[config.mk]
export PLATFORM = sky130hd
export DESIGN_NAME = phtc_front
export DESIGN_NICKNAME = d
export VERILOG_FILES = /design/src/rtl/phtc_pkg.sv /design/src/rtl/phtc_front.sv
export SDC_FILE = /design/constraint.sdc
export NUM_CORES = 2
export LEC_CHECK = 0
export ABC_AREA = 1
export CAP_MARGIN = 5
export CORE_MARGIN = 1
export CORE_UTILIZATION = 40
export DETAILED_ROUTE_END_ITERATION = 8
export DONT_BUFFER_PORTS = 1
export PLACE_DENSITY = 0.52
export SYNTH_ARGS = -nofsm -noshare
export SYNTH_HDL_FRONTEND = slang
export SYNTH_SLANG_ARGS = --single-unit
[constraint.sdc]
create_clock -name clk -period 5.8 [get_ports clk]
set_clock_uncertainty 0.05 [all_clocks]
set_input_delay 0.29 -clock clk [delete_from_list [all_inputs] [get_ports clk]]
set_output_delay 0.29 -clock clk [all_outputs]
set_load 0.03 [all_outputs]
[src/rtl/phtc_pkg.sv]
// phtc_pkg: shared types and constants of the pivot heading controller.
// No dependencies; imported by every module of the block.
`timescale 1ns / 1ps
package phtc_pkg;

  localparam int NUM_W = 35;  // rate squared plus rounding half
  localparam int DEN_W = 23;  // 200 * |error|

  localparam logic [16:0] DEF_SPEED  = 17'd29205;   // 2.8 rad/s
  localparam logic [16:0] DEF_ACCEL  = 17'd36506;   // 3.5 rad/s^2
  localparam logic [17:0] MIN_RATE   = 18'd5215;    // 0.5 rad/s
  localparam logic [18:0] TWO_PI_Q16 = 19'd411775;  // 2pi * 2^16
  localparam logic [17:0] INC_RECIP  = 18'd167773;  // ceil(2^24 / 100)
  localparam int          INC_SHIFT  = 24;

  localparam logic [1:0] CFG_SPEED  = 2'd0;
  localparam logic [1:0] CFG_ACCEL  = 2'd1;
  localparam logic [1:0] CFG_RADIUS = 2'd2;

  typedef struct packed {
    logic signed [17:0] w;
    logic               neg;    // error direction negative
    logic               decel;  // deceleration step taken
    logic               below;  // |w| under the speed limit
  } ctx_t;

  typedef struct packed {
    logic [16:0] speed;   // effective limits, defaults applied
    logic [16:0] accel;
    logic [9:0]  radius;
  } cfg_t;

  typedef struct packed {
    ctx_t             ctx;
    logic [NUM_W-1:0] num;
    logic [DEN_W-1:0] den;
  } div_in_t;

  typedef struct packed {
    ctx_t             ctx;
    logic [NUM_W-1:0] quo;
  } div_out_t;

endpackage

[src/rtl/phtc_front.sv]
// phtc_front: three stages; heading error, squares, deceleration test and
// divider operands. Depends on phtc_pkg.
`timescale 1ns / 1ps
module phtc_front (
  input  logic                 clk,
  input  logic                 rst,
  input  phtc_pkg::cfg_t       cfg,
  input  logic                 up_valid,
  output logic                 up_ready,
  input  logic signed [15:0]   heading_now,
  input  logic signed [15:0]   heading_goal,
  input  logic signed [17:0]   rate_now,
  output logic                 dn_valid,
  input  logic                 dn_ready,
  output phtc_pkg::div_in_t    dn_data
);
  import phtc_pkg::*;

  logic v1, v2, v3;
  logic rdy1, rdy2, rdy3;

  // stage 1 registers
  ctx_t        ctx1;
  logic        toward1;
  logic [17:0] aw1;
  logic [15:0] ae1;
  // stage 2 registers
  ctx_t        ctx2;
  logic        toward2;
  logic [15:0] ae2;
  logic [34:0] sq2;
  logic [32:0] pa2;

  logic signed [15:0] err;
  logic [17:0]        aw;
  logic [15:0]        ae;
  logic [35:0]        sq_full;
  logic [39:0]        lhs, rhs;
  logic [DEN_W-1:0]   den;

  assign rdy3     = ~v3 | dn_ready;
  assign rdy2     = ~v2 | rdy3;
  assign rdy1     = ~v1 | rdy2;
  assign up_ready = rdy1;
  assign dn_valid = v3;

  always_comb begin
    err = 16'(heading_goal - heading_now);
    aw  = rate_now[17] ? 18'(-rate_now) : 18'(rate_now);
    ae  = err[15] ? 16'(-err) : 16'(err);
  end

  always_comb begin
    sq_full = 36'(aw1) * 36'(aw1);
  end

  always_comb begin
    lhs = ({5'b0, sq2} << 4) + ({5'b0, sq2} << 2);
    rhs = ({7'b0, pa2} << 5) + ({7'b0, pa2} << 2) + ({7'b0, pa2} << 1);
    den = (DEN_W'(ae2) << 7) + (DEN_W'(ae2) << 6) + (DEN_W'(ae2) << 3);
  end

  always_ff @(posedge clk) begin
    if (rst) begin
      v1 <= 1'b0;
      v2 <= 1'b0;
      v3 <= 1'b0;
    end else begin
      if (rdy1) v1 <= up_valid;
      if (rdy2) v2 <= v1;
      if (rdy3) v3 <= v2;
    end
  end

  always_ff @(posedge clk) begin
    if (rdy1) begin
      ctx1.w     <= rate_now;
      ctx1.neg   <= err[15];
      ctx1.decel <= 1'b0;
      ctx1.below <= aw < {1'b0, cfg.speed};
      toward1    <= (rate_now != 18'sd0) && (err != 16'sd0) && (rate_now[17] == err[15]);
      aw1        <= aw;
      ae1        <= ae;
    end
    if (rdy2) begin
      ctx2    <= ctx1;
      toward2 <= toward1;
      ae2     <= ae1;
      sq2     <= sq_full[34:0];
      pa2     <= 33'(cfg.accel) * 33'(ae1);
    end
    if (rdy3) begin
      dn_data.ctx.w     <= ctx2.w;
      dn_data.ctx.neg   <= ctx2.neg;
      dn_data.ctx.below <= ctx2.below;
      dn_data.ctx.decel <= toward2 && (lhs > rhs);
      dn_data.num       <= sq2 + NUM_W'(den >> 1);
      dn_data.den       <= den;
    end
  end
endmodule

# == Word level (Yosys, flattened, before mapping) ==
# Index checks and enable logic that the tools add are counted.
# op_classes
bitwise_logic,6
mux,2
eq_ne,1
magnitude_cmp,2
addsub,9
multipliers,2
reduce_logical,5
# op_table
operator,n
adder 39 x 34 -> 40 bit,1
adder 39 x 37 -> 40 bit,1
> comparator 40 bit,1
adder 38 x 35 -> 39 bit,1
adder 35 x 22 -> 35 bit,1
multiplier 18 x 18 -> 35 bit,1
multiplier 17 x 16 -> 33 bit,1
adder 23 x 19 -> 23 bit,1
adder 23 x 22 -> 23 bit,1
< comparator 18 x 17 -> 1 bit,1
2-to-1 mux 18 bit,1
negator 18 bit,1
nonzero test 18 bit,1
negator 16 bit,1
nonzero test 16 bit,1
subtractor 16 bit,1
2-to-1 mux 15 bit,1
logical AND 1 bit,3
NOT 1 bit,3
bitwise OR 1 bit,3
equality test 1 bit,1
# word_totals
in_bits,98
elab_cells,50
ff_bits,242

# == Logic depth before layout (Yosys ltp) ==
# logic_depth
word_depth,4
depth_mapped,30

# == Worst setup path before layout ==
# No wires, ideal clock.
# synth_path
path_type,register -> register
start,register aw1[6]
end,"register sq2[30], data pin"
path_buffers,2
t_arrival_ns,5.580
path_slack_ns,-0.092
stages_incl_launch_ff,21
setup_time_ns,0.262
required_time_ns,5.488
path_cell_list,edfxtp_1 -> clkbuf_1 -> buf_1 -> nand2_1 -> fa_1 -> inv_1 -> fa_1 -> fa_1 -> fa_1 -> fa_1 -> inv_1 -> fa_1 -> inv_1 -> ha_1 -> a21oi_1 -> o21bai_1 -> a21oi_1 -> nand3_1 -> a21oi_1 -> o21ai_1 -> xor2_1
# synth_via
elab_chain_cells,1
# synth_lines
element,line,source
"start, declared",phtc_front.sv:25,logic [17:0] aw1;
"start signal, assigned",phtc_front.sv:82,aw1 <= aw;
multiplier 18 x 18 -> 35 bit,phtc_front.sv:54,sq_full = 36'(aw1) * 36'(aw1);
via sq_full[30],phtc_front.sv:37,logic [35:0] sq_full;
"end signal, assigned",phtc_front.sv:89,sq2 <= sq_full[34:0];
"end, declared",phtc_front.sv:31,logic [34:0] sq2;
# The timed path passes the listed nets, and every way through them passes these cells.
# A chain may end at the register's enable or synchronous reset.

# == Worst setup path after layout ==
# layout_path
start,register ae1[15]
end,"register pa2[29], data pin"
# layout_via
elab_chain_cells,1
# layout_lines
element,line,source
"start, declared",phtc_front.sv:26,logic [15:0] ae1;
"start signal, assigned",phtc_front.sv:83,ae1 <= ae;
multiplier 17 x 16 -> 33 bit,phtc_front.sv:90,pa2 <= 33'(cfg.accel) * 33'(ae1);
"end signal, assigned",phtc_front.sv:90,
"end, declared",phtc_front.sv:32,logic [32:0] pa2;
# Every way passes these cells.

==> impl_metrics.yaml <==
timing:
  finalSetupTns_ns: 0
  finalHoldViolCount: 0
  maxSlewHeadroom_pct: 32.2
  rsz0062_at_grt: "true"
  fmaxAchievable_ghz: 0.175
  worstMarginPinSlew_ns: 1.01
  slew_violations: 0
  period_share_pct: 98.7
  setup_violations: 0
  period_minus_slack_ns: 5.72
worst_setup_path:
  r2r_cells: 20
  crit_chain: "nand2_1, inv_2, fa_1, fa_2, fa_1, fa_1, fa_1, inv_2, fa_2, inv_2, ha_4, buf_6, nand2_4, nor4_4, buf_4, nand4_1, nand3_2, nand3_2, o211ai_1, xor2_1"
  slowest_delay_ns: 0.59
  cp.arrival_ns: 6.00
  start_kind: "register"
  worstSetupEndpointType: "register"
  r2r_end: "pa2[29]$_DFFE_PP_"
  required_ns: 6.08
  crit_fanout: 7
  crit_slowest_cell: "fa_1"
  r2r_start: "ae1[15]$_SDFFCE_PP0P_"
  crit_top_cell: "fa_1"
  reg2reg_slack_ns: 0.08
  crit_type: "reg2reg"
die:
  io-pin-count: 179
  num_rows: 108
  die_w_microns: 300
  core-area_sq_um: 87300
  initial_core_util_pct: 40.6
  die_area_sq_um: 89900
  fp.dieH_microns: 300
logic_synthesis:
  ys_types: 56
  syn-instance-count: 4224
  yosysWarnings: 0
  synth_seq_cells: 234
  yosysSeqAreaShare_pct: 19.7
  synth_area_leaders: "fa_1, edfxtp_1, ha_1"
  syn_area_per_cell_sq_um: 8.40
  syn_area_sq_um: 35500
  yosysTopAreaCell: "fa_1"
  synth_top_area_share_pct: 26.9
cells_and_area:
  fillers: 8613
  area_growth_pct: 14.5
  diodes: 0
  drive_above_1_share_pct: 11.1
  final_nets: 5383
placed_design:
  place_congestion: 0.924
  dp_hpwl_mm: 76.4
  portBuffers: 0
global_routing:
  grt_pass1_wl_mm: 146
  grt_overflow_total: 0
  gr-usage-all-layers_pct: 20.4
  grt_max_degree: 59
  antenna_found_initial: 4
  grt_pass1_vias: 27600
route:
  wl_per_cell_microns: 16.2
  route.detailed.drc: 0
  routed_wl_mm: 90.4
  vias: 26900
  viasPerCell: 4.82
  drtAntennaViolNets: 0
  drt_pass1_iterations: 5
  drtIter0Drc: 1387
clock_network:
  clk_pin_slew_ns: 0.06
  cts_num_sinks: 234
  clk-insertion-delay-late_ns: 0.61
  cts_tree: "yes"
  cts-root-buf: "clkbuf_16"
  cts_buffers: 29
  cts_buffer_depth: 3
  cts_htree_levels: 1
hold_path:
  min_path_cells: 2
  whs_endpoint: "toward1$_DFFE_PP_"
  hold_path.class: "in2reg"
  hold_start: "rate_now[16]"
job:
  cap_violations: 0
outcome:
  status: "complete, no violations"
[Yosys cell counts (all sizes together)]
master / number
a211oi: 5
a21boi: 10
a21o: 23
a21oi: 205
a221o: 1
a221oi: 5
a31oi: 29
a32oi: 1
a41oi: 1
and2: 3
and3: 1
buf: 12
clkbuf: 98
conb: 1
dfxtp: 3
edfxtp: 231
fa: 476
ha: 393
inv: 1054
mux2: 1
nand2: 918
nand3: 101
nand3b: 9
nand4: 34
nor2: 206
nor3: 24
nor4: 13
o2111ai: 4
o211ai: 7
o21a: 6
o21ai: 120
o21bai: 15
o221ai: 3
o31a: 1
o31ai: 4
or2: 6
xnor2: 71
xor2: 129
[routing by layer]
metal | GRT usage (%) | wire, microns | vias up
li1 | - | - | 13400
met1 | 29.6 | 44300 | 12900
met2 | 32.8 | 40200 | 525
met3 | 2.12 | 4210 | 98
met4 | 4.19 | 1730 | 0
met5 | 0 | 0 | -
[how the worst max path moves through the flow]
stage	from	endpoint	slack (ns)	cells after the start
2_1_floorplan	aw1[14]$_DFFE_PP_	sq2[30]$_DFFE_PP_	-0.003	21
3_3_place_gp	ae1[4]$_DFFE_PP_	pa2[29]$_DFFE_PP_	-0.15	22
3_5_place_dp	ae1[4]$_DFFE_PP_	pa2[29]$_DFFE_PP_	-0.15	22
4_1_cts	aw1[6]$_DFFE_PP_	sq2[34]$_DFFE_PP_	-0.03	21
5_1_grt	ae1[15]$_SDFFCE_PP0P_	pa2[29]$_DFFE_PP_	-0.18	20
6_report	ae1[15]$_SDFFCE_PP0P_	pa2[29]$_DFFE_PP_	0.08	20
[flip-flops by register name (all words and copies together), names as in the netlist, 16 cells and up]
signal and count:
dn_data 74, pa2 33, sq2 33, ctx1 20
ctx2 20, aw1 17, ae1 16, ae2 16
[critical path: cells and delay by family, from the launching register on]
family / cells / cell delay, ns
buf+inv: 5 / 0.40
fa+ha+maj: 7 / 3.50
compound gates: 1 / 0.10
xor+xnor: 1 / 0.10
simple gates: 6 / 0.74
flops: 1 / 0.53
[through the flow]
stage,instances,worst slack (ns),hold WS [ns],utilization (%),instance area (sq um)
floorplan,4227,-0.00281,0.309,-,35500
global placement,5459,-0.150,0.312,43.6,38000
detailed placement,5459,-0.152,0.311,43.6,38000
CTS,5545,-0.0343,0.00362,45.1,39400
global route,5592,-0.184,0.0150,46.5,40600
finish,5592,0.0751,0.0217,46.5,40600
[layout by cell type, fill, tap and decap left out, types with 16 or more instances in the layout]
cell type,count
a21o_1,23
a21oi_1,181
a21oi_2,20
a31oi_1,27
buf_4,213
buf_6,20
clkbuf_16,30
dlygate4sd3_1,24
edfxtp_1,231
fa_1,460
fa_2,16
ha_1,368
ha_4,24
inv_1,1034
inv_2,19
nand2_1,867
nand2_2,43
nand3_1,95
nand4_1,34
nor2_1,195
nor3_1,19
o21ai_0,88
o21ai_1,16
xnor2_1,69
xor2_1,125
[timing repair]
| item | 4_1_cts | 5_1_grt |
|---|---|---|
| hold buffers | 24 | 0 |
| setup buffers | 10 | 46 |
| gates resized for setup | 19 | 194 |
| setup endpoints to repair | 13 | 36 |
| pin swaps | 4 | 107 |
| hold endpoints to repair | 42 | 0 |
| gates cloned | 0 | 1 |
[logic make-up after synthesis]
family | share of synthesized area, %
simple gates | 15.0
buf+inv | 12.4
fa+ha+maj | 40.7
compound gates | 7.14
flops | 19.7
xor+xnor | 4.96
other cells | 0.0106
mux | 0.0317
[cell type report]
cell class	instances	area [sq um]	area share, %
Clock inverter	20	219	0.539
Timing Repair Buffer	268	2290	5.64
Sequential cell	234	7000	17.2
Tap cell	1155	1450	3.56
Inverter	1054	3960	9.75
Multi-Input combinational cell	2829	25000	61.5
Clock buffer	32	737	1.81
Power is not shown: default switching activity piles up to over one toggle a cycle in this logic, so the estimate is an artifact.
