[src/rtl/phtc_pkg.sv]
// phtc_pkg: shared types and constants of the pivot heading controller.
// No dependencies; imported by every module of the block.
`timescale 1ns / 1ps
package phtc_pkg;

  localparam int NUM_W = 35;  // rate squared plus rounding half
  localparam int DEN_W = 23;  // 200 * |error|

  localparam logic [16:0] DEF_SPEED  = 17'd29205;   // 2.8 rad/s
  localparam logic [16:0] DEF_ACCEL  = 17'd36506;   // 3.5 rad/s^2
  localparam logic [17:0] MIN_RATE   = 18'd5215;    // 0.5 rad/s
  localparam logic [18:0] TWO_PI_Q16 = 19'd411775;  // 2pi * 2^16
  localparam logic [17:0] INC_RECIP  = 18'd167773;  // ceil(2^24 / 100)
  localparam int          INC_SHIFT  = 24;

  localparam logic [1:0] CFG_SPEED  = 2'd0;
  localparam logic [1:0] CFG_ACCEL  = 2'd1;
  localparam logic [1:0] CFG_RADIUS = 2'd2;

  typedef struct packed {
    logic signed [17:0] w;
    logic               neg;    // error direction negative
    logic               decel;  // deceleration step taken
    logic               below;  // |w| under the speed limit
  } ctx_t;

  typedef struct packed {
    logic [16:0] speed;   // effective limits, defaults applied
    logic [16:0] accel;
    logic [9:0]  radius;
  } cfg_t;

  typedef struct packed {
    ctx_t             ctx;
    logic [NUM_W-1:0] num;
    logic [DEN_W-1:0] den;
  } div_in_t;

  typedef struct packed {
    ctx_t             ctx;
    logic [NUM_W-1:0] quo;
  } div_out_t;

endpackage

[src/rtl/phtc_back.sv]
// phtc_back: five stages; command select, minimum and clamp, side velocity.
// Depends on phtc_pkg.
`timescale 1ns / 1ps
module phtc_back (
  input  logic                 clk,
  input  logic                 rst,
  input  phtc_pkg::cfg_t       cfg,
  input  logic                 up_valid,
  output logic                 up_ready,
  input  phtc_pkg::div_out_t   up_data,
  output logic                 dn_valid,
  input  logic                 dn_ready,
  output logic signed [17:0]   rate_command,
  output logic signed [14:0]   side_velocity
);
  import phtc_pkg::*;

  logic v1, v2, v3, v4, v5;
  logic rdy1, rdy2, rdy3, rdy4, rdy5;

  ctx_t               ctx1;
  logic [18:0]        qs1;
  logic [10:0]        inc1;
  logic signed [17:0] cmd2;
  logic               neg2;
  logic signed [17:0] cmd3;
  logic               pos3;
  logic [26:0]        p3;
  logic signed [17:0] cmd4;
  logic               pos4;
  logic [45:0]        m4;

  logic [35:0]        inc_prod;
  logic signed [19:0] c_sel, c_min, c_out, w20, s20;
  logic [19:0]        c_mag;
  logic [16:0]        acmd;
  logic [46:0]        rnd;
  logic [14:0]        qv;
  logic signed [14:0] sv;

  assign rdy5     = ~v5 | dn_ready;
  assign rdy4     = ~v4 | rdy5;
  assign rdy3     = ~v3 | rdy4;
  assign rdy2     = ~v2 | rdy3;
  assign rdy1     = ~v1 | rdy2;
  assign up_ready = rdy1;
  assign dn_valid = v5;

  // (a + 50) / 100 by reciprocal
  assign inc_prod = 36'(18'(cfg.accel) + 18'd50) * 36'(INC_RECIP);

  always_comb begin
    w20 = 20'(ctx1.w);
    s20 = $signed({3'b0, cfg.speed});
    if (ctx1.decel) begin
      c_sel = ctx1.neg ? w20 + $signed({1'b0, qs1}) : w20 - $signed({1'b0, qs1});
    end else if (ctx1.below) begin
      c_sel = ctx1.neg ? w20 - $signed({9'b0, inc1}) : w20 + $signed({9'b0, inc1});
    end else begin
      c_sel = ctx1.neg ? -s20 : s20;
    end
    c_mag = c_sel[19] ? 20'(-c_sel) : 20'(c_sel);
    if (c_mag < 20'(MIN_RATE)) begin
      c_min = ctx1.neg ? -$signed(20'(MIN_RATE)) : $signed(20'(MIN_RATE));
    end else begin
      c_min = c_sel;
    end
    if (c_min > s20)       c_out = s20;
    else if (c_min < -s20) c_out = -s20;
    else                   c_out = c_min;
  end

  assign acmd = cmd2[17] ? 17'(-cmd2) : cmd2[16:0];

  always_comb begin
    rnd = {1'b0, m4} + (47'd1 << 31);
    qv  = rnd[46:32];
    if (pos4) sv = (qv > 15'd16384) ? -15'sd16384 : -$signed(qv);
    else      sv = (qv > 15'd16383) ? 15'sd16383 : $signed(qv);
  end

  always_ff @(posedge clk) begin
    if (rst) begin
      v1 <= 1'b0;
      v2 <= 1'b0;
      v3 <= 1'b0;
      v4 <= 1'b0;
      v5 <= 1'b0;
    end else begin
      if (rdy1) v1 <= up_valid;
      if (rdy2) v2 <= v1;
      if (rdy3) v3 <= v2;
      if (rdy4) v4 <= v3;
      if (rdy5) v5 <= v4;
    end
  end

  always_ff @(posedge clk) begin
    if (rdy1) begin
      ctx1 <= up_data.ctx;
      // quotients past the rate range all clamp the same way
      qs1  <= (|up_data.quo[NUM_W-1:18]) ? 19'h40000 : {1'b0, up_data.quo[17:0]};
      inc1 <= inc_prod[INC_SHIFT+10:INC_SHIFT];
    end
    if (rdy2) begin
      cmd2 <= 18'(c_out);
      neg2 <= ctx1.neg;
    end
    if (rdy3) begin
      cmd3 <= cmd2;
      pos3 <= ~cmd2[17] && (cmd2 != 18'sd0) && ~neg2 | (~cmd2[17] && cmd2 != 18'sd0);
      p3   <= 27'(cfg.radius) * 27'(acmd);
    end
    if (rdy4) begin
      cmd4 <= cmd3;
      pos4 <= pos3;
      m4   <= 46'(p3) * 46'(TWO_PI_Q16);
    end
    if (rdy5) begin
      rate_command  <= cmd4;
      side_velocity <= sv;
    end
  end
endmodule

[config.mk]
export PLATFORM = sky130hd
export DESIGN_NAME = phtc_back
export DESIGN_NICKNAME = d
export VERILOG_FILES = /design/src/rtl/phtc_pkg.sv /design/src/rtl/phtc_back.sv
export SDC_FILE = /design/constraint.sdc
export NUM_CORES = 2
export LEC_CHECK = 0
export BUFFER_PORTS_ARGS = -buffer_cell sky130_fd_sc_hd__buf_2
export CORE_ASPECT_RATIO = 0.5
export CORE_MARGIN = 8
export CORE_UTILIZATION = 60
export CTS_CLUSTER_DIAMETER = 150
export DETAILED_ROUTE_END_ITERATION = 6
export GPL_TIMING_DRIVEN = 1
export PLACE_DENSITY = 0.78
export SYNTH_ARGS = -nofsm -noshare
export SYNTH_HDL_FRONTEND = slang
export SYNTH_SLANG_ARGS = --single-unit
[constraint.sdc]
create_clock -name clk -period 12 [get_ports clk]
set_input_delay 2.4 -clock clk [delete_from_list [all_inputs] [get_ports clk]]
set_output_delay 2.4 -clock clk [all_outputs]
set_load 0.05 [all_outputs]
# --- After elaboration in Yosys (flattened, before gate mapping) ---
# Cells that the tools add are included.
totals:
  reg_bits: 219
  latch_bits: 0
  ramBits: 0
  mem_bits_ro: 0
  n_memories: 0
op_classes:
  n_addsub: 10
  n_mul: 3
  n_div: 0
  magnitude_cmp: 5
  n_eq_ne: 0
  shift: 0
  muxes: 15
  n_bitwise: 13
  reduce_logical: 4
ops:
  columns: ["cell", "count"]
  rows:
  - ["2-to-1 mux 20 bit", 8]
  - ["adder 46 x 32 -> 47 bit, second input constant", 1]
  - ["multiplier 27 x 19 -> 46 bit, second input constant", 1]
  - ["2-to-1 mux 15 bit", 3]
  - ["multiplier 18 x 18 -> 35 bit, second input constant", 1]
  - ["2-to-1 mux 17 bit", 2]
  - ["multiplier 10 x 17 -> 27 bit", 1]
  - ["adder 18 x 20 -> 20 bit", 1]
  - ["greater-than comparator 20 x 18 -> 1 bit", 1]
  - ["less-than comparator 20 x 13 -> 1 bit, second input constant", 1]
  - ["less-than comparator 20 bit", 1]
  - ["negator 17 -> 20 bit", 1]
  - ["negator 20 bit", 1]
  - ["subtractor 18 x 20 -> 20 bit", 1]
  - ["adder 18 x 12 -> 19 bit", 1]
  - ["2-to-1 mux 19 bit", 1]
  - ["subtractor 18 x 12 -> 19 bit", 1]
  - ["adder 17 x 6 -> 18 bit, second input constant", 1]
  - ["2-to-1 mux 18 bit", 1]
  - ["nonzero test 18 bit", 1]
  - ["negator 17 bit", 1]
  - ["OR reduction 17 bit", 1]
  - ["greater-than comparator 15 x 14 -> 1 bit, second input constant", 1]
  - ["greater-than comparator 15 bit, second input constant", 1]
  - ["other kinds (4)", 16]

# --- Depth between registers and ports, before layout ---
depth:
  ltp_word: 11
  depth_mapped: 40
  ltp_nobuf: 33

# --- Least setup slack after synthesis ---
# No wires, ideal clock.
synth_timing:
  path_kind: "input-to-reg"
  start: "input port cfg[13] in the netlist's numbering"
  end: "register inc1[10], data pin"
  setup_time_ns: 0.260
  arrival_ns: 8.826
  required_time_ns: 11.740
  setup_slack_ns: 2.914
  path_stages: 28
  n_path_buf: 0
  path_cell_list: "nand3_1 -> nor3b_1 -> nor2_1 -> nand2_1 -> nor2_1 -> xor2_1 -> ha_1 -> fa_1 -> fa_1 -> fa_1 -> inv_1 -> fa_1 -> inv_1 -> fa_1 -> ha_1 -> a21oi_1 -> o221ai_1 -> a21o_1 -> a21oi_1 -> nand2_1 -> o211a_1 -> o31a_1 -> o221ai_1 -> o21ai_0 -> o21ai_0 -> nand2b_1 -> a21oi_1 -> xnor2_1"
synth_between:
  elab_chain_cells: 2
synth_lines:
  columns: ["item", "line", "rtl"]
  rows:
  - ["start, declared", "phtc_back.sv:7", "input phtc_pkg::cfg_t cfg,"]
  - ["adder 17 x 6 -> 18 bit", "phtc_back.sv:50", "assign inc_prod = 36'(18'(cfg.accel) + 18'd50) * 36'(INC_RECIP);"]
  - ["multiplier 18 x 18 -> 35 bit", "phtc_back.sv:50", null]
  - ["via inc_prod[34]", "phtc_back.sv:33", "logic [35:0] inc_prod;"]
  - ["end signal, assigned", "phtc_back.sv:103", "inc1 <= inc_prod[INC_SHIFT+10:INC_SHIFT];"]
  - ["end, declared", "phtc_back.sv:23", "logic [10:0] inc1;"]
# The timed path passes the listed nets, and every way through them passes these cells.
# A chain may end at the register's enable or synchronous reset.

# --- Worst setup path in the final report ---
layout_timing:
  start: "input port cfg[28] in the netlist's numbering"
  end: "register cmd2[1], data pin"
layout_between:
  elab_chain_cells: 11
layout_lines:
  columns: ["item", "line", "rtl"]
  rows:
  - ["negator 17 -> 20 bit", "phtc_back.sv:69", "else if (c_min < -s20) c_out = -s20;"]
  - ["2-to-1 mux 20 bit", "phtc_back.sv:60", "c_sel = ctx1.neg ? -s20 : s20;"]
  - ["2-to-1 mux 20 bit", "phtc_back.sv:57", "end else if (ctx1.below) begin"]
  - ["2-to-1 mux 20 bit", "phtc_back.sv:55", "if (ctx1.decel) begin"]
  - ["negator 20 bit", "phtc_back.sv:62", "c_mag = c_sel[19] ? 20'(-c_sel) : 20'(c_sel);"]
  - ["2-to-1 mux 20 bit", "phtc_back.sv:62", null]
  - ["less-than comparator 20 x 13 -> 1 bit", "phtc_back.sv:63", "if (c_mag < 20'(MIN_RATE)) begin"]
  - ["2-to-1 mux 20 bit", "phtc_back.sv:63", null]
  - ["less-than comparator 20 bit", "phtc_back.sv:69", null]
  - ["2-to-1 mux 18 bit", "phtc_back.sv:69", null]
  - ["2-to-1 mux 17 bit *", "phtc_back.sv:68", "if (c_min > s20) c_out = s20;"]
  - ["via c_out[1]", "phtc_back.sv:34", "logic signed [19:0] c_sel, c_min, c_out, w20, s20;"]
  - ["end signal, assigned", "phtc_back.sv:106", "cmd2 <= 18'(c_out);"]
  - ["end, declared", "phtc_back.sv:24", "logic signed [17:0] cmd2;"]
# Mark *: on every way through the listed nets, which the timed path passes. The rest lies on a longest branch.

==> run metrics <==
1st-iter DRT viols 1976; post-DR wirelength/cell ~19 um; GR Layer Usage met2 42.6%; first-pass GRT wire length ~120000 um; Worst R2R End cmd2[1]; Worst-Margin Slew roughly 1.1 ns; post-route setup TNS 0 ns; Routed Antenna Nets 0; largest net degree at the start of global routing 54; TritonCTS Buffers 17; final setup violating endpoints 0; crit share post-route between 80 and 90%; top cell type's share of synthesized area between 20% and 30%; Fillers around 4000; vias in the first global route approximately 24000; Nets between 4000 and 5000; Worst EP arrival between 10 and 15 ns; Yosys warnings 0; critical path class in2reg; GRT Max-Usage Layer met2; sequential element share of the synthesized area 18.0%; Die ar. ~60000 sq um; Worst Hold Path Cells 0; Critical Path RT roughly 12 ns; worst-skew pair later-pin latency between 0.4 and 0.5 ns; worst reg-to-reg path cell count 31; post-layout min period ~10 ns; crit start category input port; syn avg cell area 9.97 sq um; TritonRoute pass-1 iters 6; Synth Cell Area slightly above 30000 sq um; Residual DRC 0; leading cell type by number of instances after synthesis inv_1; die width roughly 340 um; grt met1 use between 30% and 40%; crit end category register; area of the multi-input gates 22900 sq um; Yosys reg bits about 190; PortBufs ~140; sequential cell area about 5600 sq um; maximum root-to-sink buffer count 2; Post-CTS Hold Fix Bufs 0; Synth Instances approximately 3100; number of antenna violations at the first check in global routing 1; CTS tree done; Via density between 5 and 6; outcome complete, no violations; grt met3 use under 10%; final hold violation count 0; hold path start cmd4[15]; root buffer cell clkbuf_16; global route overflow 0; Post-CTS Setup Repair Bufs 0; RSZ-0062 raised after global routing no; P&R area growth vs syn 6.83%; Post-CTS Resized 0; Worst-path clk slew roughly 0.10 ns; total I/O pin count between 100 and 150; fmax ~100 MHz; hold endpoint rate_command[15]; EDFF count, synth 182; Syn Nets 4103; max-cap viol count 0; skew final around 0.02 ns; maximum fanout along the worst path 19; FFs w/ async S/R, synth 0%; Final Max Tran Viols 0; die extent in y 177 um; gpl congestion roughly 1; Max-slew headroom between 20% and 30%; via count between 20000 and 25000; hpwl dp around 61000 um; synth cell count leaders 588 x inv_1, 466 x ha_1, 429 x fa_1; synth top area cells fa_1 28%, ha_1 19%, edfxtp_1 18%, inv_1 7.1%, xnor2_1 3.3%; Initial Utilization between 60% and 70%; reg-to-reg startpoint inc1[0]; reg2reg setup slack between 2 and 2.5 ns; ys flop type edfxtp_1; Clock Sinks between 150 and 200; H-tree levels 4; Core Region 50600 sq um; Rows 58; Total Wirelength between 70000 and 80000 um; post-synth top area cell fa_1; Unique masters post-synth 96; GRT Total Usage 25.1%; share of cells above drive strength 1 between 7 and 8%; HP Class reg2reg
==> layout make-up <==
class / instances / share of cell area (%)
Multi-Input combinational cell: 2268 / 69.4
Clock inverter: 15 / 0.760
Timing Repair Buffer: 155 / 2.47
Clock buffer: 17 / 1.29
Inverter: 589 / 6.68
Tap cell: 690 / 2.61
Sequential cell: 187 / 16.8
Antenna cell: 1 / 0.00757
==> worst max path at each step <==
stage | start | end | slack [ns]
2_1_floorplan | cfg[13] | inc1[10] | 2.91
3_3_place_gp | cfg[28] | cmd2[1] | 1.97
3_5_place_dp | cfg[28] | cmd2[1] | 1.88
4_1_cts | cfg[28] | cmd2[1] | 2.29
5_1_grt | cfg[29] | cmd2[1] | 1.64
6_report | cfg[28] | cmd2[1] | 2.06
==> cell families after synthesis <==
kind of cell	Yosys count	share of synthesized area [%]
buffers and inverters	649	7.98
adders and majority gates	895	46.6
DFF	187	18.0
muxes	17	0.582
xor gates and xnor gates	169	4.78
AOI/OAI and AO/OA	457	10.1
and+or+nand+nor	730	12.0
==> stage by stage <==
stage	cell area (sq um)	hold WS (ns)	utilization (%)	setup WS (ns)	instances
2_1_floorplan	31000	0.400	-	2.91	3104
3_3_place_gp	32400	0.401	64.0	1.97	3889
3_5_place_dp	32400	0.405	64.0	1.88	3889
4_1_cts	33100	0.415	65.4	2.29	3921
5_1_grt	33100	0.428	65.4	1.64	3922
6_report	33100	0.416	65.4	2.06	3922
==> sequential cells by signal, indices dropped and copies added, names as in the netlist <==
signal         flops
p3                27
ctx1              21
qs1               19
cmd2              18
cmd3              18
cmd4              18
rate_command      18
m4                15
side_velocity     15
inc1              11
dn_valid           1
pos3               1
pos4               1
v1                 1
v2                 1
v3                 1
v4                 1
==> layout by cell type (no fill, tap or decap), types with 12 or more instances in the layout <==
cell and n:
buf_2 138, xor2_1 52, o31ai_1 19, nor2b_1 21, o211ai_1 12, nand3_1 53, o21ai_0 73, fa_1 429
nand2_1 202, nor4_1 17, nor3_1 55, or3_1 15, and2_1 108, inv_1 587, o21a_1 18, edfxtp_1 182
a211oi_1 15, ha_1 466, nand2b_1 27, xnor2_1 117, and3_1 24, buf_4 17, a21o_1 49, clkbuf_16 17
a31oi_1 22, a21oi_1 116, nor2_1 131, nand4_1 23
==> layer usage <==
layer	vias to the layer above	share of wire, %
met4	0	2.5
met1	11193	44
met2	692	48
met5	-	0
li1	10648	-
met3	147	5.8
==> worst max-delay path, stage by stage <==
cell       delay [ns]
buf_2            0.16
inv_1            0.11
ha_1             0.28
or3b_1           0.27
o32ai_1          0.09
a2111oi_0        0.76
a41oi_1          0.13
mux2i_1          0.51
nand4b_1         0.15
a2111oi_0        0.90
nor4_4           0.05
nor3_1           0.20
buf_4            0.23
or2_1            0.63
a21oi_1          0.23
ha_1             0.33
nor2b_1          0.13
o21a_1           0.16
o21ai_0          0.15
nand2b_1         0.10
a221oi_1         0.25
o21ai_0          0.18
a221oi_1         0.28
a31oi_1          0.12
o31a_1           0.31
o21a_1           0.23
nor2_2           0.41
mux2_1           0.37
Power is not shown: default switching activity piles up to over one toggle a cycle in this logic, so the estimate is an artifact.
